===== src/design/rfpte_pkg.sv =====
// Shared types and constants for the pulse-train switch encoder.
`timescale 1ns / 1ps
package rfpte_pkg;

  localparam int DATA_BITS  = 32;
  localparam int ID_W       = 26;
  localparam int UNIT_W     = 4;
  localparam int DUR_W      = 18;
  localparam int CNT_W      = 3;
  localparam int BASE_W     = 12;
  localparam int LONG_W     = 4;
  localparam int FOOT_W     = 6;
  localparam int CFG_IDX_W  = 2;
  localparam int CFG_DATA_W = 12;
  localparam int SYM_IDX_W  = 6;
  localparam int START_FACTOR = 9;

  localparam logic [SYM_IDX_W-1:0] END_SYMBOL = SYM_IDX_W'(DATA_BITS + 1);

  localparam logic [BASE_W-1:0] BASE_PULSE_RST    = BASE_W'(315);
  localparam logic [LONG_W-1:0] LONG_FACTOR_RST   = LONG_W'(5);
  localparam logic [FOOT_W-1:0] FOOTER_FACTOR_RST = FOOT_W'(34);

  localparam logic [CNT_W-1:0] PC_NONE = CNT_W'(0);
  localparam logic [CNT_W-1:0] PC_PAIR = CNT_W'(2);
  localparam logic [CNT_W-1:0] PC_QUAD = CNT_W'(4);

  typedef enum logic [CFG_IDX_W-1:0] {
    REG_BASE_PULSE    = 2'd0,
    REG_LONG_FACTOR   = 2'd1,
    REG_FOOTER_FACTOR = 2'd2
  } cfg_reg_t;

  typedef struct packed {
    logic [BASE_W-1:0] base_pulse;
    logic [LONG_W-1:0] long_factor;
    logic [FOOT_W-1:0] footer_factor;
  } cfg_t;

  typedef struct packed {
    logic                 bad;
    logic [DATA_BITS-1:0] frame;
  } cmd_entry_t;

  typedef struct packed {
    logic full;
    logic empty;
  } q_status_t;

  typedef struct packed {
    logic [DUR_W-1:0] dur_a;
    logic [DUR_W-1:0] dur_b;
    logic [DUR_W-1:0] dur_c;
    logic [DUR_W-1:0] dur_d;
    logic [CNT_W-1:0] pulse_count;
    logic             last_symbol;
    logic             bad_command;
  } sym_t;

endpackage


===== src/design/rfpte_if.sv =====
// Handshake interfaces for the command and symbol channels.
`timescale 1ns / 1ps
interface rfpte_cmd_if;
  logic                     valid;
  logic                     ready;
  logic [rfpte_pkg::ID_W-1:0]   device_id;
  logic [rfpte_pkg::UNIT_W-1:0] unit_code;
  logic                     group_all;
  logic                     switch_on;

  modport source (output valid, device_id, unit_code, group_all, switch_on, input ready);
  modport sink   (input valid, device_id, unit_code, group_all, switch_on, output ready);
endinterface

interface rfpte_sym_if;
  logic                        valid;
  logic                        ready;
  logic [rfpte_pkg::DUR_W-1:0] dur_a;
  logic [rfpte_pkg::DUR_W-1:0] dur_b;
  logic [rfpte_pkg::DUR_W-1:0] dur_c;
  logic [rfpte_pkg::DUR_W-1:0] dur_d;
  logic [rfpte_pkg::CNT_W-1:0] pulse_count;
  logic                        last_symbol;
  logic                        bad_command;

  modport source (output valid, dur_a, dur_b, dur_c, dur_d, pulse_count, last_symbol,
                  bad_command, input ready);
  modport sink   (input valid, dur_a, dur_b, dur_c, dur_d, pulse_count, last_symbol,
                  bad_command, output ready);
endinterface


===== src/design/rfpte_front.sv =====
// Command intake: checks the id and packs the 32-bit frame.
`timescale 1ns / 1ps
module rfpte_front (
  input  logic                  clk,
  input  logic                  rst,
  rfpte_cmd_if.sink             cmd,
  input  rfpte_pkg::q_status_t  q_stat,
  output logic                  push,
  output rfpte_pkg::cmd_entry_t entry
);
  import rfpte_pkg::*;

  logic       held;
  cmd_entry_t held_entry;
  logic       take;

  assign push      = held && !q_stat.full;
  assign cmd.ready = !held || !q_stat.full;
  assign take      = cmd.valid && cmd.ready;
  assign entry     = held_entry;

  always_ff @(posedge clk) begin
    if (rst) begin
      held <= 1'b0;
    end else if (take) begin
      held <= 1'b1;
    end else if (push) begin
      held <= 1'b0;
    end
  end

  always_ff @(posedge clk) begin
    if (take) begin
      held_entry.bad   <= (cmd.device_id == '0);
      held_entry.frame <= {cmd.device_id, cmd.group_all, cmd.switch_on, cmd.unit_code};
    end
  end

endmodule


===== src/design/rfpte_queue.sv =====
// Two-entry queue of classified commands between intake and symbol generator.
`timescale 1ns / 1ps
module rfpte_queue (
  input  logic                  clk,
  input  logic                  rst,
  input  logic                  push,
  input  rfpte_pkg::cmd_entry_t entry_in,
  input  logic                  pop,
  output rfpte_pkg::cmd_entry_t entry_out,
  output rfpte_pkg::q_status_t  q_stat
);
  import rfpte_pkg::*;

  cmd_entry_t  slots [2];
  logic        wr_ptr;
  logic        rd_ptr;
  logic [1:0]  fill;

  assign q_stat.full  = (fill == 2'd2);
  assign q_stat.empty = (fill == 2'd0);
  assign entry_out    = slots[rd_ptr];

  always_ff @(posedge clk) begin
    if (rst) begin
      wr_ptr <= 1'b0;
      rd_ptr <= 1'b0;
      fill   <= 2'd0;
    end else begin
      if (push) begin
        wr_ptr <= !wr_ptr;
      end
      if (pop) begin
        rd_ptr <= !rd_ptr;
      end
      if (push && !pop) begin
        fill <= fill + 2'd1;
      end else if (pop && !push) begin
        fill <= fill - 2'd1;
      end
    end
  end

  always_ff @(posedge clk) begin
    if (push) begin
      slots[wr_ptr] <= entry_in;
    end
  end

endmodule


===== src/design/rfpte_back.sv =====
// Symbol generator: walks one frame out as start, 32 data and end symbols, or emits one error word for a bad entry.
`timescale 1ns / 1ps
module rfpte_back (
  input  logic                  clk,
  input  logic                  rst,
  input  rfpte_pkg::cfg_t       cfg,
  input  rfpte_pkg::cmd_entry_t entry,
  input  rfpte_pkg::q_status_t  q_stat,
  output logic                  pop,
  rfpte_sym_if.source           sym
);
  import rfpte_pkg::*;

  logic                 busy;
  logic [SYM_IDX_W-1:0] sym_idx;
  logic [DATA_BITS-1:0] frame;
  logic                 out_valid;
  sym_t                 out_word;

  logic                 busy_next;
  logic [SYM_IDX_W-1:0] sym_idx_next;
  logic [DATA_BITS-1:0] frame_next;
  logic                 out_valid_next;
  sym_t                 out_word_next;
  logic                 load;

  logic [DUR_W-1:0] short_dur;
  logic [DUR_W-1:0] start_dur;
  logic [DUR_W-1:0] long_dur;
  logic [DUR_W-1:0] footer_dur;

  // products are registered from cfg; the user must let writes land only while idle, the block does not enforce it
  always_ff @(posedge clk) begin
    short_dur  <= DUR_W'(cfg.base_pulse);
    start_dur  <= DUR_W'(START_FACTOR) * DUR_W'(cfg.base_pulse);
    long_dur   <= DUR_W'(cfg.long_factor) * DUR_W'(cfg.base_pulse);
    footer_dur <= DUR_W'(cfg.footer_factor) * DUR_W'(cfg.base_pulse);
  end

  assign load = !out_valid || sym.ready;
  assign pop  = load && !busy && !q_stat.empty;

  always_comb begin
    busy_next      = busy;
    sym_idx_next   = sym_idx;
    frame_next     = frame;
    out_valid_next = out_valid;
    out_word_next  = out_word;
    if (load) begin
      if (busy) begin
        out_valid_next = 1'b1;
        if (sym_idx == END_SYMBOL) begin
          out_word_next = '{dur_a: short_dur, dur_b: footer_dur, dur_c: '0, dur_d: '0,
                            pulse_count: PC_PAIR, last_symbol: 1'b1, bad_command: 1'b0};
          busy_next     = 1'b0;
        end else begin
          if (frame[DATA_BITS-1]) begin
            out_word_next = '{dur_a: short_dur, dur_b: long_dur, dur_c: short_dur,
                              dur_d: short_dur, pulse_count: PC_QUAD,
                              last_symbol: 1'b0, bad_command: 1'b0};
          end else begin
            out_word_next = '{dur_a: short_dur, dur_b: short_dur, dur_c: short_dur,
                              dur_d: long_dur, pulse_count: PC_QUAD,
                              last_symbol: 1'b0, bad_command: 1'b0};
          end
          frame_next   = frame << 1;
          sym_idx_next = sym_idx + SYM_IDX_W'(1);
        end
      end else if (!q_stat.empty) begin
        out_valid_next = 1'b1;
        if (entry.bad) begin
          out_word_next = '{dur_a: '0, dur_b: '0, dur_c: '0, dur_d: '0,
                            pulse_count: PC_NONE, last_symbol: 1'b1, bad_command: 1'b1};
        end else begin
          out_word_next = '{dur_a: short_dur, dur_b: start_dur, dur_c: '0, dur_d: '0,
                            pulse_count: PC_PAIR, last_symbol: 1'b0, bad_command: 1'b0};
          busy_next     = 1'b1;
          frame_next    = entry.frame;
          sym_idx_next  = SYM_IDX_W'(1);
        end
      end else begin
        out_valid_next = 1'b0;
      end
    end
  end

  always_ff @(posedge clk) begin
    if (rst) begin
      busy      <= 1'b0;
      sym_idx   <= '0;
      out_valid <= 1'b0;
    end else begin
      busy      <= busy_next;
      sym_idx   <= sym_idx_next;
      out_valid <= out_valid_next;
    end
  end

  always_ff @(posedge clk) begin
    frame    <= frame_next;
    out_word <= out_word_next;
  end

  assign sym.valid       = out_valid;
  assign sym.dur_a       = out_word.dur_a;
  assign sym.dur_b       = out_word.dur_b;
  assign sym.dur_c       = out_word.dur_c;
  assign sym.dur_d       = out_word.dur_d;
  assign sym.pulse_count = out_word.pulse_count;
  assign sym.last_symbol = out_word.last_symbol;
  assign sym.bad_command = out_word.bad_command;

endmodule


===== src/design/rf_switch_pulse_train_encoder.sv =====
// A command passes the intake holding register and the queue before its first symbol word
// is registered. Throughput: 34 words per command, one per cycle unless sym.ready stalls,
// set by the symbol generator's counter; a zero-id command yields one error word. Commands
// queue two deep. Reset: synchronous; timing registers return to T=315, L=5, F=34, queue
// empties and the output register goes invalid.
`timescale 1ns / 1ps
module rf_switch_pulse_train_encoder (
  input  logic                                 clk,
  input  logic                                 rst,
  rfpte_cmd_if.sink                            cmd,
  rfpte_sym_if.source                          sym,
  input  logic                                 cfg_write,
  input  logic [rfpte_pkg::CFG_IDX_W-1:0]      cfg_index,
  input  logic [rfpte_pkg::CFG_DATA_W-1:0]     cfg_data
);
  import rfpte_pkg::*;

  cfg_t       cfg;
  cmd_entry_t front_entry;
  cmd_entry_t q_entry;
  q_status_t  q_stat;
  logic       push;
  logic       pop;

  always_ff @(posedge clk) begin
    if (rst) begin
      cfg.base_pulse    <= BASE_PULSE_RST;
      cfg.long_factor   <= LONG_FACTOR_RST;
      cfg.footer_factor <= FOOTER_FACTOR_RST;
    end else if (cfg_write) begin
      unique case (cfg_index)
        REG_BASE_PULSE:    cfg.base_pulse    <= cfg_data[BASE_W-1:0];
        REG_LONG_FACTOR:   cfg.long_factor   <= cfg_data[LONG_W-1:0];
        REG_FOOTER_FACTOR: cfg.footer_factor <= cfg_data[FOOT_W-1:0];
        default: ;
      endcase
    end
  end

  rfpte_front u_front (
    .clk    (clk),
    .rst    (rst),
    .cmd    (cmd),
    .q_stat (q_stat),
    .push   (push),
    .entry  (front_entry)
  );

  rfpte_queue u_queue (
    .clk       (clk),
    .rst       (rst),
    .push      (push),
    .entry_in  (front_entry),
    .pop       (pop),
    .entry_out (q_entry),
    .q_stat    (q_stat)
  );

  rfpte_back u_back (
    .clk    (clk),
    .rst    (rst),
    .cfg    (cfg),
    .entry  (q_entry),
    .q_stat (q_stat),
    .pop    (pop),
    .sym    (sym)
  );

  // drop nothing: never write a full queue or read an empty one
  assert property (@(posedge clk) disable iff (rst) push |-> !q_stat.full || pop)
    else $error("queue written while full");
  assert property (@(posedge clk) disable iff (rst) pop |-> !q_stat.empty)
    else $error("queue read while empty");

  assert property (@(posedge clk) disable iff (rst)
                   sym.valid && sym.bad_command |-> sym.last_symbol && sym.pulse_count == PC_NONE)
    else $error("error word malformed");

  // a data word is always followed by another data word or the end word
  assert property (@(posedge clk) disable iff (rst)
                   sym.valid && sym.ready && sym.pulse_count == PC_QUAD
                   |=> sym.valid && !sym.bad_command)
    else $error("frame broken after data word");

  assert property (@(posedge clk) $past(rst) |-> !sym.valid)
    else $error("output valid straight after reset");

endmodule

===== src/flat_wrapper.sv =====
// flat-port wrapper written by rule: the top's interface ports become plain ports
module rf_switch_pulse_train_encoder_flat import rfpte_pkg::*;
  (clk, rst, cfg_write, cfg_index, cfg_data, cmd_valid, cmd_device_id, cmd_unit_code, cmd_group_all, cmd_switch_on, cmd_ready, sym_valid, sym_dur_a, sym_dur_b, sym_dur_c, sym_dur_d, sym_pulse_count, sym_last_symbol, sym_bad_command, sym_ready);
  rfpte_cmd_if cmd_i ();
  rfpte_sym_if sym_i ();
  input  logic clk;
  input  logic rst;
  input  logic cfg_write;
  input  logic [rfpte_pkg::CFG_IDX_W-1:0] cfg_index;
  input  logic [rfpte_pkg::CFG_DATA_W-1:0] cfg_data;
  input wire logic [$bits(cmd_i.valid)-1:0] cmd_valid;
  input wire logic [$bits(cmd_i.device_id)-1:0] cmd_device_id;
  input wire logic [$bits(cmd_i.unit_code)-1:0] cmd_unit_code;
  input wire logic [$bits(cmd_i.group_all)-1:0] cmd_group_all;
  input wire logic [$bits(cmd_i.switch_on)-1:0] cmd_switch_on;
  output wire logic [$bits(cmd_i.ready)-1:0] cmd_ready;
  output wire logic [$bits(sym_i.valid)-1:0] sym_valid;
  output wire logic [$bits(sym_i.dur_a)-1:0] sym_dur_a;
  output wire logic [$bits(sym_i.dur_b)-1:0] sym_dur_b;
  output wire logic [$bits(sym_i.dur_c)-1:0] sym_dur_c;
  output wire logic [$bits(sym_i.dur_d)-1:0] sym_dur_d;
  output wire logic [$bits(sym_i.pulse_count)-1:0] sym_pulse_count;
  output wire logic [$bits(sym_i.last_symbol)-1:0] sym_last_symbol;
  output wire logic [$bits(sym_i.bad_command)-1:0] sym_bad_command;
  input wire logic [$bits(sym_i.ready)-1:0] sym_ready;
  assign cmd_i.valid = cmd_valid;
  assign cmd_i.device_id = cmd_device_id;
  assign cmd_i.unit_code = cmd_unit_code;
  assign cmd_i.group_all = cmd_group_all;
  assign cmd_i.switch_on = cmd_switch_on;
  assign cmd_ready = cmd_i.ready;
  assign sym_valid = sym_i.valid;
  assign sym_dur_a = sym_i.dur_a;
  assign sym_dur_b = sym_i.dur_b;
  assign sym_dur_c = sym_i.dur_c;
  assign sym_dur_d = sym_i.dur_d;
  assign sym_pulse_count = sym_i.pulse_count;
  assign sym_last_symbol = sym_i.last_symbol;
  assign sym_bad_command = sym_i.bad_command;
  assign sym_i.ready = sym_ready;
  rf_switch_pulse_train_encoder u_core (.clk(clk), .rst(rst), .cmd(cmd_i), .sym(sym_i), .cfg_write(cfg_write), .cfg_index(cfg_index), .cfg_data(cfg_data));
endmodule

===== config.mk =====
export PLATFORM = sky130hd
export DESIGN_NAME = rf_switch_pulse_train_encoder_flat
export DESIGN_NICKNAME = d
export VERILOG_FILES = /design/src/design/rfpte_pkg.sv /design/src/design/rfpte_if.sv /design/src/design/rfpte_front.sv /design/src/design/rfpte_queue.sv /design/src/design/rfpte_back.sv /design/src/design/rf_switch_pulse_train_encoder.sv /design/src/flat_wrapper.sv
export SDC_FILE = /design/constraint.sdc
export NUM_CORES = 1
export LEC_CHECK = 0
export BUFFER_PORTS_ARGS = -buffer_cell sky130_fd_sc_hd__buf_2
export CAP_MARGIN = 20
export CORE_ASPECT_RATIO = 1.5
export CORE_UTILIZATION = 40
export DETAILED_ROUTE_END_ITERATION = 6
export PLACE_DENSITY = 0.61
export SYNTH_ARGS = -nofsm -noshare
export SYNTH_HDL_FRONTEND = slang
export SYNTH_SLANG_ARGS = --single-unit

===== constraint.sdc =====
create_clock -name clk -period 12.5 [get_ports clk]
set_clock_uncertainty 0.05 [all_clocks]
set_input_delay 2.5 -clock clk [delete_from_list [all_inputs] [get_ports clk]]
set_output_delay 2.5 -clock clk [all_outputs]
set_load 0.02 [all_outputs]

==> results of run 1 <==
## state kept, by name, summed over array words and instances (netlist names), named ones only
signal and cells:
u_core.u_back.short_dur 9, u_core.u_back.sym.dur_b 18, u_core.u_queue.rd_ptr 1, u_core.u_back.start_dur 16
u_core.u_back.busy 1, u_core.u_back.sym.bad_command 1, u_core.u_queue.wr_ptr 1, u_core.u_front.entry 33
u_core.u_back.footer_dur 18, u_core.u_back.long_dur 16, u_core.u_back.sym.dur_c 12, u_core.u_back.sym.dur_a 12
u_core.u_front.held 1, u_core.u_back.sym.last_symbol 1, u_core.cfg 22, u_core.u_back.sym_idx 6
u_core.u_back.frame 32, u_core.u_back.sym.dur_d 16, u_core.u_queue.slots 66, u_core.u_back.sym.pulse_count 2
u_core.u_back.sym.valid 1, u_core.u_queue.fill 2
## critical path: stages (launching register included)
cell and delay [ns]:
sky130_fd_sc_hd__dfxtp_1 0.63, sky130_fd_sc_hd__and2_1 0.22, sky130_fd_sc_hd__fa_1 0.45, sky130_fd_sc_hd__fa_1 0.55, sky130_fd_sc_hd__inv_1 0.05, sky130_fd_sc_hd__fa_1 0.52
sky130_fd_sc_hd__inv_1 0.04, sky130_fd_sc_hd__ha_1 0.35, sky130_fd_sc_hd__a21o_1 0.18, sky130_fd_sc_hd__a21o_1 0.20, sky130_fd_sc_hd__o211ai_1 0.28, sky130_fd_sc_hd__a31oi_1 0.17
sky130_fd_sc_hd__o22ai_1 0.22, sky130_fd_sc_hd__xnor2_1 0.14
## kinds of logic after synthesis
logic type / Yosys count / share of synthesized area (%)
xor+xnor: 37 / 2.293
compound gates: 152 / 6.924
buf+inv: 167 / 4.914
flops: 288 / 54.47
other cells: 1 / 0.02653
simple gates: 323 / 11.97
fa+ha+maj: 129 / 14.71
mux: 65 / 4.692
## cells in the mapped netlist (3+ instances only)
master and n:
sky130_fd_sc_hd__nand3b_1 6, sky130_fd_sc_hd__a211o_1 11, sky130_fd_sc_hd__and2_1 107, sky130_fd_sc_hd__o21a_1 4, sky130_fd_sc_hd__a21o_1 15, sky130_fd_sc_hd__nand3_1 7, sky130_fd_sc_hd__nand2_1 77, sky130_fd_sc_hd__inv_1 99
sky130_fd_sc_hd__a22oi_1 9, sky130_fd_sc_hd__o21ai_0 41, sky130_fd_sc_hd__and4_1 3, sky130_fd_sc_hd__nor4_1 6, sky130_fd_sc_hd__xor2_1 16, sky130_fd_sc_hd__nor2b_1 28, sky130_fd_sc_hd__a211oi_1 5, sky130_fd_sc_hd__clkbuf_1 46
sky130_fd_sc_hd__or3_1 4, sky130_fd_sc_hd__a21oi_1 23, sky130_fd_sc_hd__ha_1 67, sky130_fd_sc_hd__a222oi_1 7, sky130_fd_sc_hd__nor3_1 11, sky130_fd_sc_hd__buf_2 3, sky130_fd_sc_hd__a31oi_1 6, sky130_fd_sc_hd__o211ai_1 4
sky130_fd_sc_hd__xnor2_1 21, sky130_fd_sc_hd__edfxtp_1 193, sky130_fd_sc_hd__nor2_1 55, sky130_fd_sc_hd__o21bai_1 5, sky130_fd_sc_hd__dfxtp_1 95, sky130_fd_sc_hd__nand2b_1 4, sky130_fd_sc_hd__nand4_1 5, sky130_fd_sc_hd__fa_1 62
sky130_fd_sc_hd__buf_4 15, sky130_fd_sc_hd__mux2i_1 64, sky130_fd_sc_hd__o21ai_1 13
## stage by stage
| stage | util, % | cells | hold WS [ns] | worst slack [ns] | area, um2 |
|---|---|---|---|---|---|
| floorplan | - | 1176 | 0.3123 | 6.787 | 14180 |
| global placement | 43.30 | 1705 | 0.3718 | 7.983 | 15110 |
| detailed placement | 43.30 | 1705 | 0.3810 | 7.983 | 15110 |
| CTS | 46.11 | 1757 | 0.3964 | 8.355 | 16090 |
| global route | 46.11 | 1757 | 0.4049 | 8.152 | 16090 |
| finish | 46.11 | 1757 | 0.3911 | 8.385 | 16090 |
## power groups by stage
stage	registers (mW)	logic, mW	clock network, mW
floorplan	1.56	0.482	0
global placement	1.45	0.864	0
detailed placement	1.45	0.876	0
CTS	1.44	0.879	0.917
global route	1.45	0.950	0.952
finish	1.43	0.861	0.893
## final timing paths
kind	start	to	depth (start not counted)
max	u_core.cfg[13]	u_core.u_back.footer_dur[16]	13
min	u_core.u_front.entry[19]	u_core.u_queue.slots[1][19]	0
max reg2reg	u_core.cfg[13]	u_core.u_back.footer_dur[16]	13
min reg2reg	u_core.u_front.entry[19]	u_core.u_queue.slots[1][19]	0
## cell type report
type / instances / area share, %
Timing Repair Buffer: 122 / 3.919
Sequential cell: 288 / 47.85
Multi-Input combinational cell: 721 / 36.10
Clock inverter: 16 / 1.361
Tap cell: 473 / 3.678
Clock buffer: 36 / 4.736
Inverter: 101 / 2.356
## per-layer routing
| layer | share of wire, % | vias up | global-route usage (%) |
|---|---|---|---|
| met1 | 39 | 4279 | 17.95 |
| met3 | 3.9 | 37 | 2.557 |
| met5 | 0 | - | 0 |
| met4 | 2.8 | 0 | 5.852 |
| li1 | - | 4169 | - |
| met2 | 54 | 125 | 31.87 |
==> metrics.json, run 1 <==
{
  "cp-start-kind": {"value": "flop"},
  "ys_async_sr_fraction": {"value": 0, "unit": "%"},
  "root_buffer": {"value": "sky130_fd_sc_hd__clkbuf_16"},
  "critPathKind": {"value": "flop to flop"},
  "p_int": {"value": 2.156, "unit": "mW"},
  "vdd_ir_drop_max": {"value": 0.1029, "unit": "mV"},
  "final_min_period_over_clock_period": {"value": 32.92, "unit": "%"},
  "power.clock.fraction": {"value": 28.0, "unit": "%"},
  "gp_congestion": {"value": 0.7892},
  "ranking_of_synthesized_cells_by_area": {"value": "sky130_fd_sc_hd__edfxtp_1, sky130_fd_sc_hd__dfxtp_1, sky130_fd_sc_hd__fa_1"},
  "layout_commonest_cell": {"value": "sky130_fd_sc_hd__edfxtp_1"},
  "clock_tree.buffer_depth": {"value": 3},
  "critical_path_required": {"value": 12.93, "unit": "ns"},
  "highest_count_cells_in_the_layout_ignoring_fill_and_taps": {"value": "sky130_fd_sc_hd__edfxtp_1, sky130_fd_sc_hd__buf_2, sky130_fd_sc_hd__and2_1"},
  "drive_gt1_share": {"value": 13.71, "unit": "%"},
  "post_drt_via_cell_ratio": {"value": 4.900},
  "std_cell_rows": {"value": 84},
  "clkLatencyLatePin": {"value": 0.55, "unit": "ns"},
  "synth_cells": {"value": 1162},
  "slew_headroom": {"value": 44.17, "unit": "%"},
  "unrepaired_setup_endpoints_after_global_routing": {"value": "false"},
  "die-height": {"value": 232.2, "unit": "um"},
  "final_nets": {"value": 1442},
  "sequential_cell_area": {"value": 7700, "unit": "um2"},
  "yosys_most_used_dff": {"value": "sky130_fd_sc_hd__edfxtp_1"},
  "drv.max_cap_violation_count": {"value": 0},
  "grt-ovfl-total": {"value": 0},
  "finalSetupTns": {"value": 0, "unit": "ns"},
  "min-delay-path-class": {"value": "flop to flop"},
  "multi_input_comb_area": {"value": 5808, "unit": "um2"},
  "insertedDiodeCount": {"value": 0},
  "die_area": {"value": 36100, "unit": "um2"},
  "arrival": {"value": 4.55, "unit": "ns"},
  "portBuffers": {"value": 114},
  "max_freq": {"value": 243.0, "unit": "MHz"},
  "timing_worst_slew_pin_value": {"value": 0.8375, "unit": "ns"},
  "status": {"value": "complete, no violations"},
  "drt_pre_antenna_iters": {"value": 5},
  "clock_sink_count": {"value": 288},
  "power_density": {"value": 198.0, "unit": "nW/um2"},
  "layout_min_cycle_time": {"value": 4.115, "unit": "ns"},
  "n_fill_cell": {"value": 3258},
  "routed-via-count": {"value": 8610},
  "synth_area_per_cell": {"value": 12.16, "unit": "um2"},
  "cts_made_buffers": {"value": 28},
  "setup_violations": {"value": 0},
  "net-switching-power": {"value": 1.029, "unit": "mW"},
  "tritoncts": {"value": "yes"},
  "number_of_post_cts_setup_repair_buffers": {"value": 0},
  "timing.critical_path.fanout_max": {"value": 14},
  "synth_warnings": {"value": 0},
  "cts.reportedPaths.clkPinSlew": {"value": 0.06, "unit": "ns"},
  "design.portCount": {"value": 130},
  "cp-end-kind": {"value": "flop"},
  "area.growth.synth_to_final": {"value": 13.86, "unit": "%"},
  "antenna_found_initial": {"value": 0},
  "initial_core_util": {"value": 40.50, "unit": "%"},
  "comb_power_share": {"value": 27.0, "unit": "%"},
  "design_power_total": {"value": 3.185, "unit": "mW"},
  "number_of_flip_flops_and_latches_in_the_synthesized_netlist": {"value": 288},
  "p_sw_share": {"value": 32.31, "unit": "%"},
  "drtIter0Drc": {"value": 432},
  "hpwlAfterDp": {"value": 21520, "unit": "um"},
  "synthDominantAreaCellType": {"value": "sky130_fd_sc_hd__edfxtp_1"},
  "synth_edf_count": {"value": 193},
  "power.leakage": {"value": 6.742, "unit": "nW"},
  "synthDominantCellAreaShare": {"value": 41.01, "unit": "%"},
  "power.share.sequential": {"value": 44.9, "unit": "%"},
  "synth_seq_area_share": {"value": 54.47, "unit": "%"},
  "grt_pass1_wl": {"value": 46370, "unit": "um"},
  "grt_start_max_net_pins": {"value": 72},
  "cts_hold_buffers": {"value": 0},
  "floorplan_core_area": {"value": 34890, "unit": "um2"},
  "clock_tree.htree_level_count": {"value": 1},
  "detail-route-antenna-nets": {"value": 0},
  "post-route-drc-count": {"value": 0},
  "final-hold-violation-count": {"value": 0},
  "slew_violations": {"value": 0},
  "die_w": {"value": 155.5, "unit": "um"},
  "grt_pass1_vias": {"value": 8828},
  "yosysUniqueCellTypes": {"value": 54},
  "routedWlPerCell": {"value": 16.87, "unit": "um"},
  "wirelength": {"value": 29650, "unit": "um"},
  "synth_area": {"value": 14130, "unit": "um2"},
  "reg2reg_slack": {"value": 8.38, "unit": "ns"},
  "track_usage": {"value": 16.51, "unit": "%"},
  "cts.repair.resized": {"value": 0}
}
Power figures use the tool's default switching activity.
==> run 2, diff against run 1 <==
--- a/config.mk
+++ b/config.mk
@@ -5,12 +5,13 @@
 export SDC_FILE = /design/constraint.sdc
 export NUM_CORES = 1
 export LEC_CHECK = 0
+export ABC_AREA = 1
 export BUFFER_PORTS_ARGS = -buffer_cell sky130_fd_sc_hd__buf_2
 export CAP_MARGIN = 20
 export CORE_ASPECT_RATIO = 1.5
 export CORE_UTILIZATION = 40
 export DETAILED_ROUTE_END_ITERATION = 6
-export PLACE_DENSITY = 0.61
+export PLACE_DENSITY = 0.63
 export SYNTH_ARGS = -nofsm -noshare
 export SYNTH_HDL_FRONTEND = slang
 export SYNTH_SLANG_ARGS = --single-unit
==> constraint.sdc (replaced) <==
create_clock -name clk -period 3.3 [get_ports clk]
set_clock_uncertainty 0.05 [all_clocks]
set_input_delay 0.66 -clock clk [delete_from_list [all_inputs] [get_ports clk]]
set_output_delay 0.66 -clock clk [all_outputs]
set_load 0.02 [all_outputs]
==> metrics.json, run 2 <==
{
  "std_cell_rows": {"value": 85},
  "status": {"value": "complete, no violations"},
  "reg2reg_slack": {"value": 0.03, "unit": "ns"},
  "post_drt_via_cell_ratio": {"value": 4.750},
  "synth_seq_area_share": {"value": 52.19, "unit": "%"},
  "hold_depth": {"value": 1},
  "grt_start_max_net_pins": {"value": 66},
  "clock_tree.htree_level_count": {"value": 1},
  "final_min_period_over_clock_period": {"value": 98.98, "unit": "%"},
  "synth_edf_count": {"value": 193},
  "floorplan_core_area": {"value": 36160, "unit": "um2"},
  "number_of_flip_flops_under_the_largest_register_name": {"value": 66},
  "synth_area_per_cell": {"value": 9.311, "unit": "um2"},
  "cts_hold_buffers": {"value": 0},
  "portBuffers": {"value": 114},
  "synthDominantCellAreaShare": {"value": 39.29, "unit": "%"},
  "slew_violations": {"value": 0},
  "vdd_ir_drop_max": {"value": 0.4509, "unit": "mV"},
  "post-route-drc-count": {"value": 0},
  "drtIter0Drc": {"value": 558},
  "detail-route-antenna-nets": {"value": 0},
  "design_power_total": {"value": 13.30, "unit": "mW"},
  "slew_headroom": {"value": 43.21, "unit": "%"},
  "arrival": {"value": 3.70, "unit": "ns"},
  "yosysUniqueCellTypes": {"value": 40},
  "routedWlPerCell": {"value": 15.80, "unit": "um"},
  "setup_violations": {"value": 0},
  "cts_made_buffers": {"value": 29},
  "design.portCount": {"value": 130},
  "timing.critical_path.fanout_max": {"value": 4},
  "critical_path_required": {"value": 3.73, "unit": "ns"},
  "tritoncts": {"value": "yes"},
  "root_buffer": {"value": "sky130_fd_sc_hd__clkbuf_16"},
  "layout_commonest_cell": {"value": "sky130_fd_sc_hd__nand2_1"},
  "max_freq": {"value": 306.2, "unit": "MHz"},
  "layout_min_cycle_time": {"value": 3.266, "unit": "ns"},
  "hpwlAfterDp": {"value": 26360, "unit": "um"},
  "power_density": {"value": 765.0, "unit": "nW/um2"},
  "holdCritStartpoint": {"value": "cmd_unit_code[2]"},
  "cp-start-kind": {"value": "flop"},
  "yosys_most_used_dff": {"value": "sky130_fd_sc_hd__edfxtp_1"},
  "destination_of_the_worst_register_to_register_timing_path": {"value": "u_core.u_back.footer_dur[13]"},
  "die-height": {"value": 237.2, "unit": "um"},
  "ys_async_sr_fraction": {"value": 0, "unit": "%"},
  "wirelength": {"value": 35470, "unit": "um"},
  "whs_endpoint": {"value": "u_core.u_front.entry[2]"},
  "number_of_flip_flops_and_latches_in_the_synthesized_netlist": {"value": 288},
  "synthDominantAreaCellType": {"value": "sky130_fd_sc_hd__edfxtp_1"},
  "initial_core_util": {"value": 40.79, "unit": "%"},
  "clock_tree.buffer_depth": {"value": 3},
  "drive_gt1_share": {"value": 17.60, "unit": "%"},
  "synth_area": {"value": 14750, "unit": "um2"},
  "final-hold-violation-count": {"value": 0},
  "finalSetupTns": {"value": 0, "unit": "ns"},
  "die_area": {"value": 37660, "unit": "um2"},
  "yosysMostFrequentCell": {"value": "sky130_fd_sc_hd__nand2_1"},
  "highest_count_cells_in_the_layout_ignoring_fill_and_taps": {"value": "sky130_fd_sc_hd__nand2_1, sky130_fd_sc_hd__inv_1, sky130_fd_sc_hd__edfxtp_1"},
  "largest_register": {"value": "u_core.u_queue.slots"},
  "clock_sink_count": {"value": 288},
  "area.growth.synth_to_final": {"value": 17.87, "unit": "%"},
  "routed-via-count": {"value": 10660},
  "min-delay-path-class": {"value": "input pin to flop"},
  "gp_congestion": {"value": 0.8697},
  "drt_pre_antenna_iters": {"value": 5},
  "reg2reg_depth": {"value": 16},
  "clkLatencyLatePin": {"value": 0.56, "unit": "ns"},
  "critPathKind": {"value": "flop to flop"},
  "drv.max_cap_violation_count": {"value": 0},
  "unrepaired_setup_endpoints_after_global_routing": {"value": "true"},
  "antenna_found_initial": {"value": 0},
  "synth_warnings": {"value": 0},
  "final_nets": {"value": 1924},
  "die_w": {"value": 158.8, "unit": "um"},
  "synth_top_cells_by_count": {"value": "sky130_fd_sc_hd__nand2_1, sky130_fd_sc_hd__inv_1, sky130_fd_sc_hd__edfxtp_1"},
  "insertedDiodeCount": {"value": 0},
  "power.leakage": {"value": 8.389, "unit": "nW"},
  "synth_cells": {"value": 1584},
  "critical_path.reg2reg.startpoint": {"value": "u_core.cfg[5]"},
  "track_usage": {"value": 19.03, "unit": "%"},
  "grt_pass1_vias": {"value": 10980},
  "ranking_of_synthesized_cells_by_area": {"value": "sky130_fd_sc_hd__edfxtp_1, sky130_fd_sc_hd__dfxtp_1, sky130_fd_sc_hd__nand2_1"},
  "cp-end-kind": {"value": "flop"},
  "cts.reportedPaths.clkPinSlew": {"value": 0.06, "unit": "ns"},
  "grt_pass1_wl": {"value": 56450, "unit": "um"},
  "timing_worst_slew_pin_value": {"value": 0.8518, "unit": "ns"},
  "grt-ovfl-total": {"value": 0}
}
## run 2: per-stage QoR
stage	cells	area, um2	utilization (%)	hold slack, ns	setup slack, ns
3_5_place_dp	2186	16140	44.63	0.3796	-0.3126
3_3_place_gp	2186	16140	44.63	0.3737	-0.2701
5_1_grt	2245	17380	48.08	0.2135	-0.1214
4_1_cts	2244	17260	47.74	0.2057	-0.008678
6_report	2245	17380	48.08	0.2287	0.03371
2_1_floorplan	1598	14900	-	0.3167	-0.005746
## run 2: per-layer routing
metal	wire [um]	GRT usage [%]	up-vias	part of all wire (%)
li1	-	-	5268	-
met1	13110	20.01	5120	37
met2	19880	37.93	200	56
met3	1133	1.867	75	3.2
met4	1348	7.944	0	3.8
met5	0	0	-	0
## run 2: worst max path at each step
stage	startpoint	to	slack (ns)	depth (start not counted)
finish	u_core.cfg[5]	u_core.u_back.footer_dur[13]	0.03	16
global route	u_core.cfg[5]	u_core.u_back.footer_dur[13]	-0.12	16
CTS	u_core.cfg[3]	u_core.u_back.footer_dur[16]	-0.009	16
detailed placement	u_core.cfg[3]	u_core.u_back.footer_dur[16]	-0.31	15
global placement	u_core.cfg[3]	u_core.u_back.footer_dur[17]	-0.27	14
floorplan	u_core.cfg[13]	u_core.u_back.footer_dur[10]	-0.006	13
## run 2: cell type report
type | count | area (um2)
Sequential cell | 288 | 7732
Clock buffer | 37 | 755.7
Multi-Input combinational cell | 969 | 5993
Fill cell | 3369 | 18780
Inverter | 276 | 1039
Tap cell | 478 | 598.1
Clock inverter | 17 | 151.4
Timing Repair Buffer | 180 | 1115
## run 2: what timing repair did
action | CTS | global route
setup buffers | 3 | 1
pin swaps | 29 | 33
endpoints found under the setup margin | 12 | 14
gates resized for setup | 47 | 41
gates cloned | 1 | 0
## run 2: cell families (layout without fill, tap and decap cells)
family / after synthesis / in the layout / synth area share [%]
flops: 288 / 288 / 52.19
other cells: 1 / 15 / 0.02543
buf+inv: 341 / 510 / 9.332
xor+xnor: 21 / 21 / 1.247
simple gates: 667 / 667 / 18.31
compound gates: 137 / 137 / 4.802
fa+ha+maj: 129 / 129 / 14.10
## run 2: worst max-delay path, stage by stage (launching register included)
cell and delay [ns]:
sky130_fd_sc_hd__dfxtp_4 0.37, sky130_fd_sc_hd__buf_6 0.14, sky130_fd_sc_hd__nand2_4 0.05, sky130_fd_sc_hd__inv_2 0.03, sky130_fd_sc_hd__fa_1 0.51, sky130_fd_sc_hd__fa_1 0.54, sky130_fd_sc_hd__inv_1 0.05, sky130_fd_sc_hd__fa_1 0.49
sky130_fd_sc_hd__inv_2 0.05, sky130_fd_sc_hd__ha_4 0.29, sky130_fd_sc_hd__nand2_4 0.06, sky130_fd_sc_hd__nand3b_1 0.17, sky130_fd_sc_hd__nand2_2 0.13, sky130_fd_sc_hd__nand2_2 0.08, sky130_fd_sc_hd__nand2_1 0.06, sky130_fd_sc_hd__nand2_1 0.05
sky130_fd_sc_hd__nand2_1 0.06
## run 2: power breakdown
part	internal (mW)	leakage (nW)	switching (mW)
sequential	5.23	2.63	0.404
clock	1.78	0.435	1.39
combinational	1.45	5.32	3.04
==> run 3, diff against run 2 <==
--- a/config.mk
+++ b/config.mk
@@ -8,10 +8,11 @@
 export ABC_AREA = 1
 export BUFFER_PORTS_ARGS = -buffer_cell sky130_fd_sc_hd__buf_2
 export CAP_MARGIN = 20
-export CORE_ASPECT_RATIO = 1.5
+export CORE_ASPECT_RATIO = 1.25
 export CORE_UTILIZATION = 40
 export DETAILED_ROUTE_END_ITERATION = 6
-export PLACE_DENSITY = 0.63
+export GPL_ROUTABILITY_DRIVEN = 0
+export PLACE_DENSITY = 0.61
 export SYNTH_ARGS = -nofsm -noshare
 export SYNTH_HDL_FRONTEND = slang
 export SYNTH_SLANG_ARGS = --single-unit
==> constraint.sdc (replaced) <==
create_clock -name clk -period 3.5 [get_ports clk]
set_clock_uncertainty 0.05 [all_clocks]
set_input_delay 0.7 -clock clk [delete_from_list [all_inputs] [get_ports clk]]
set_output_delay 0.7 -clock clk [all_outputs]
set_load 0.02 [all_outputs]
==> metrics.json, run 3 (synthesized netlist as in run 2, its figures left out) <==
{
  "drive_gt1_share": {"value": 13.38, "unit": "%"},
  "cp-start-kind": {"value": "flop"},
  "post-route-drc-count": {"value": 0},
  "die_w": {"value": 173.8, "unit": "um"},
  "max_freq": {"value": 298.2, "unit": "MHz"},
  "final_nets": {"value": 1895},
  "critPathKind": {"value": "flop to flop"},
  "largest_register": {"value": "u_core.u_queue.slots"},
  "clock_tree.buffer_depth": {"value": 3},
  "final-hold-violation-count": {"value": 0},
  "destination_of_the_worst_register_to_register_timing_path": {"value": "u_core.u_back.footer_dur[10]"},
  "power.leakage": {"value": 8.229, "unit": "nW"},
  "holdCritStartpoint": {"value": "cmd_unit_code[0]"},
  "portBuffers": {"value": 114},
  "power_density": {"value": 715.9, "unit": "nW/um2"},
  "reg2reg_depth": {"value": 12},
  "cts.reportedPaths.clkPinSlew": {"value": 0.07, "unit": "ns"},
  "critical_path.reg2reg.startpoint": {"value": "u_core.cfg[2]"},
  "final_min_period_over_clock_period": {"value": 95.81, "unit": "%"},
  "initial_core_util": {"value": 40.63, "unit": "%"},
  "design.portCount": {"value": 130},
  "grt-ovfl-total": {"value": 0},
  "hpwlAfterDp": {"value": 24710, "unit": "um"},
  "slew_headroom": {"value": 34.21, "unit": "%"},
  "layout_commonest_cell": {"value": "sky130_fd_sc_hd__nand2_1"},
  "timing_worst_slew_pin_value": {"value": 0.9857, "unit": "ns"},
  "status": {"value": "complete, no violations"},
  "drtIter0Drc": {"value": 709},
  "layout_min_cycle_time": {"value": 3.353, "unit": "ns"},
  "track_usage": {"value": 17.71, "unit": "%"},
  "highest_count_cells_in_the_layout_ignoring_fill_and_taps": {"value": "sky130_fd_sc_hd__nand2_1, sky130_fd_sc_hd__inv_1, sky130_fd_sc_hd__edfxtp_1"},
  "slew_violations": {"value": 0},
  "hold_depth": {"value": 1},
  "wirelength": {"value": 33410, "unit": "um"},
  "timing.critical_path.fanout_max": {"value": 7},
  "setup_violations": {"value": 0},
  "postLayoutCoreUtil": {"value": 46.70, "unit": "%"},
  "drt_pre_antenna_iters": {"value": 5},
  "min-delay-path-class": {"value": "input pin to flop"},
  "cts_hold_buffers": {"value": 0},
  "reg2reg_slack": {"value": 0.15, "unit": "ns"},
  "drv.max_cap_violation_count": {"value": 0},
  "critical_path_required": {"value": 3.92, "unit": "ns"},
  "std_cell_rows": {"value": 78},
  "area.growth.synth_to_final": {"value": 14.95, "unit": "%"},
  "routedWlPerCell": {"value": 15.08, "unit": "um"},
  "whs_endpoint": {"value": "u_core.u_front.entry[0]"},
  "die_area": {"value": 37650, "unit": "um2"},
  "cp-end-kind": {"value": "flop"},
  "cts_made_buffers": {"value": 28},
  "antenna_found_initial": {"value": 2},
  "clock_sink_count": {"value": 288},
  "grt_pass1_wl": {"value": 53000, "unit": "um"},
  "grt_start_max_net_pins": {"value": 66},
  "die-height": {"value": 216.7, "unit": "um"},
  "clkLatencyLatePin": {"value": 0.56, "unit": "ns"},
  "grt_pass1_vias": {"value": 10280},
  "root_buffer": {"value": "sky130_fd_sc_hd__clkbuf_16"},
  "design_power_total": {"value": 12.14, "unit": "mW"},
  "unrepaired_setup_endpoints_after_global_routing": {"value": "true"},
  "detail-route-antenna-nets": {"value": 0},
  "vdd_ir_drop_max": {"value": 0.4939, "unit": "mV"},
  "number_of_flip_flops_under_the_largest_register_name": {"value": 66},
  "tritoncts": {"value": "yes"},
  "floorplan_core_area": {"value": 36300, "unit": "um2"},
  "arrival": {"value": 3.78, "unit": "ns"},
  "clock_tree.htree_level_count": {"value": 1},
  "post_drt_via_cell_ratio": {"value": 4.745},
  "routed-via-count": {"value": 10510}
}
run 3: repair_timing:
item	CTS	global route
pin swaps	0	3
buffers inserted	0	3
setup endpoints to repair	7	10
resized for setup	3	33
cloned	0	0
run 3: layout make-up:
class	instances	area [um2]
Clock inverter	12	73.82
Fill cell	3428	19350
Inverter	276	1039
Tap cell	480	600.6
Timing Repair Buffer	152	892.1
Clock buffer	37	770.7
Antenna cell	1	2.502
Multi-Input combinational cell	969	5846
Sequential cell	288	7730
run 3: worst max path at each step:
stage                     slack [ns]                           end  cells after the start           start
final                           0.15  u_core.u_back.footer_dur[10]                     12   u_core.cfg[2]
after global routing           -0.05  u_core.u_back.footer_dur[17]                     17   u_core.cfg[5]
after CTS                      0.007  u_core.u_back.footer_dur[17]                     14  u_core.cfg[17]
after detailed placement       -0.06  u_core.u_back.footer_dur[17]                     14  u_core.cfg[18]
after global placement         -0.02  u_core.u_back.footer_dur[15]                     14  u_core.cfg[18]
after floorplan                 0.02  u_core.u_back.footer_dur[11]                     13   u_core.cfg[4]
run 3: power breakdown:
group / switching, mW / internal [mW] / leakage (nW) / total (mW)
sequential: 0.369 / 4.93 / 2.63 / 5.30
clock: 1.24 / 1.55 / 0.416 / 2.79
combinational: 2.81 / 1.24 / 5.18 / 4.05
total: 4.41 / 7.72 / 8.23 / 12.1
run 3: metrics by stage:
stage / TNS, ns / setup slack, ns / cell area (um2) / hold WS [ns] / instances
floorplan: 0 / 0.02341 / 14800 / 0.3168 / 1598
global placement: -0.04055 / -0.01830 / 15910 / 0.3728 / 2161
detailed placement: -0.2109 / -0.06490 / 15910 / 0.3804 / 2161
CTS: 0 / 0.006663 / 16760 / 0.2568 / 2210
global route: -0.05780 / -0.04721 / 16950 / 0.2654 / 2214
finish: 0 / 0.1467 / 16950 / 0.2807 / 2215
run 3: worst max-delay path: stages (launching register included):
cell and delay (ns):
sky130_fd_sc_hd__dfxtp_4 0.37, sky130_fd_sc_hd__nand2_1 0.07, sky130_fd_sc_hd__inv_1 0.05, sky130_fd_sc_hd__fa_1 0.53, sky130_fd_sc_hd__inv_1 0.05, sky130_fd_sc_hd__fa_1 0.51
sky130_fd_sc_hd__fa_1 0.55, sky130_fd_sc_hd__inv_1 0.06, sky130_fd_sc_hd__ha_4 0.24, sky130_fd_sc_hd__or2_1 0.24, sky130_fd_sc_hd__and2_1 0.20, sky130_fd_sc_hd__a21oi_1 0.16
sky130_fd_sc_hd__xor2_1 0.18
run 3: per-layer routing:
| metal | wire (um) | track usage [%] |
|---|---|---|
| met1 | 14490 | 22.60 |
| met3 | 1417 | 2.018 |
| met4 | 831 | 5.906 |
| met2 | 16670 | 31.11 |
| met5 | 0 | 0 |
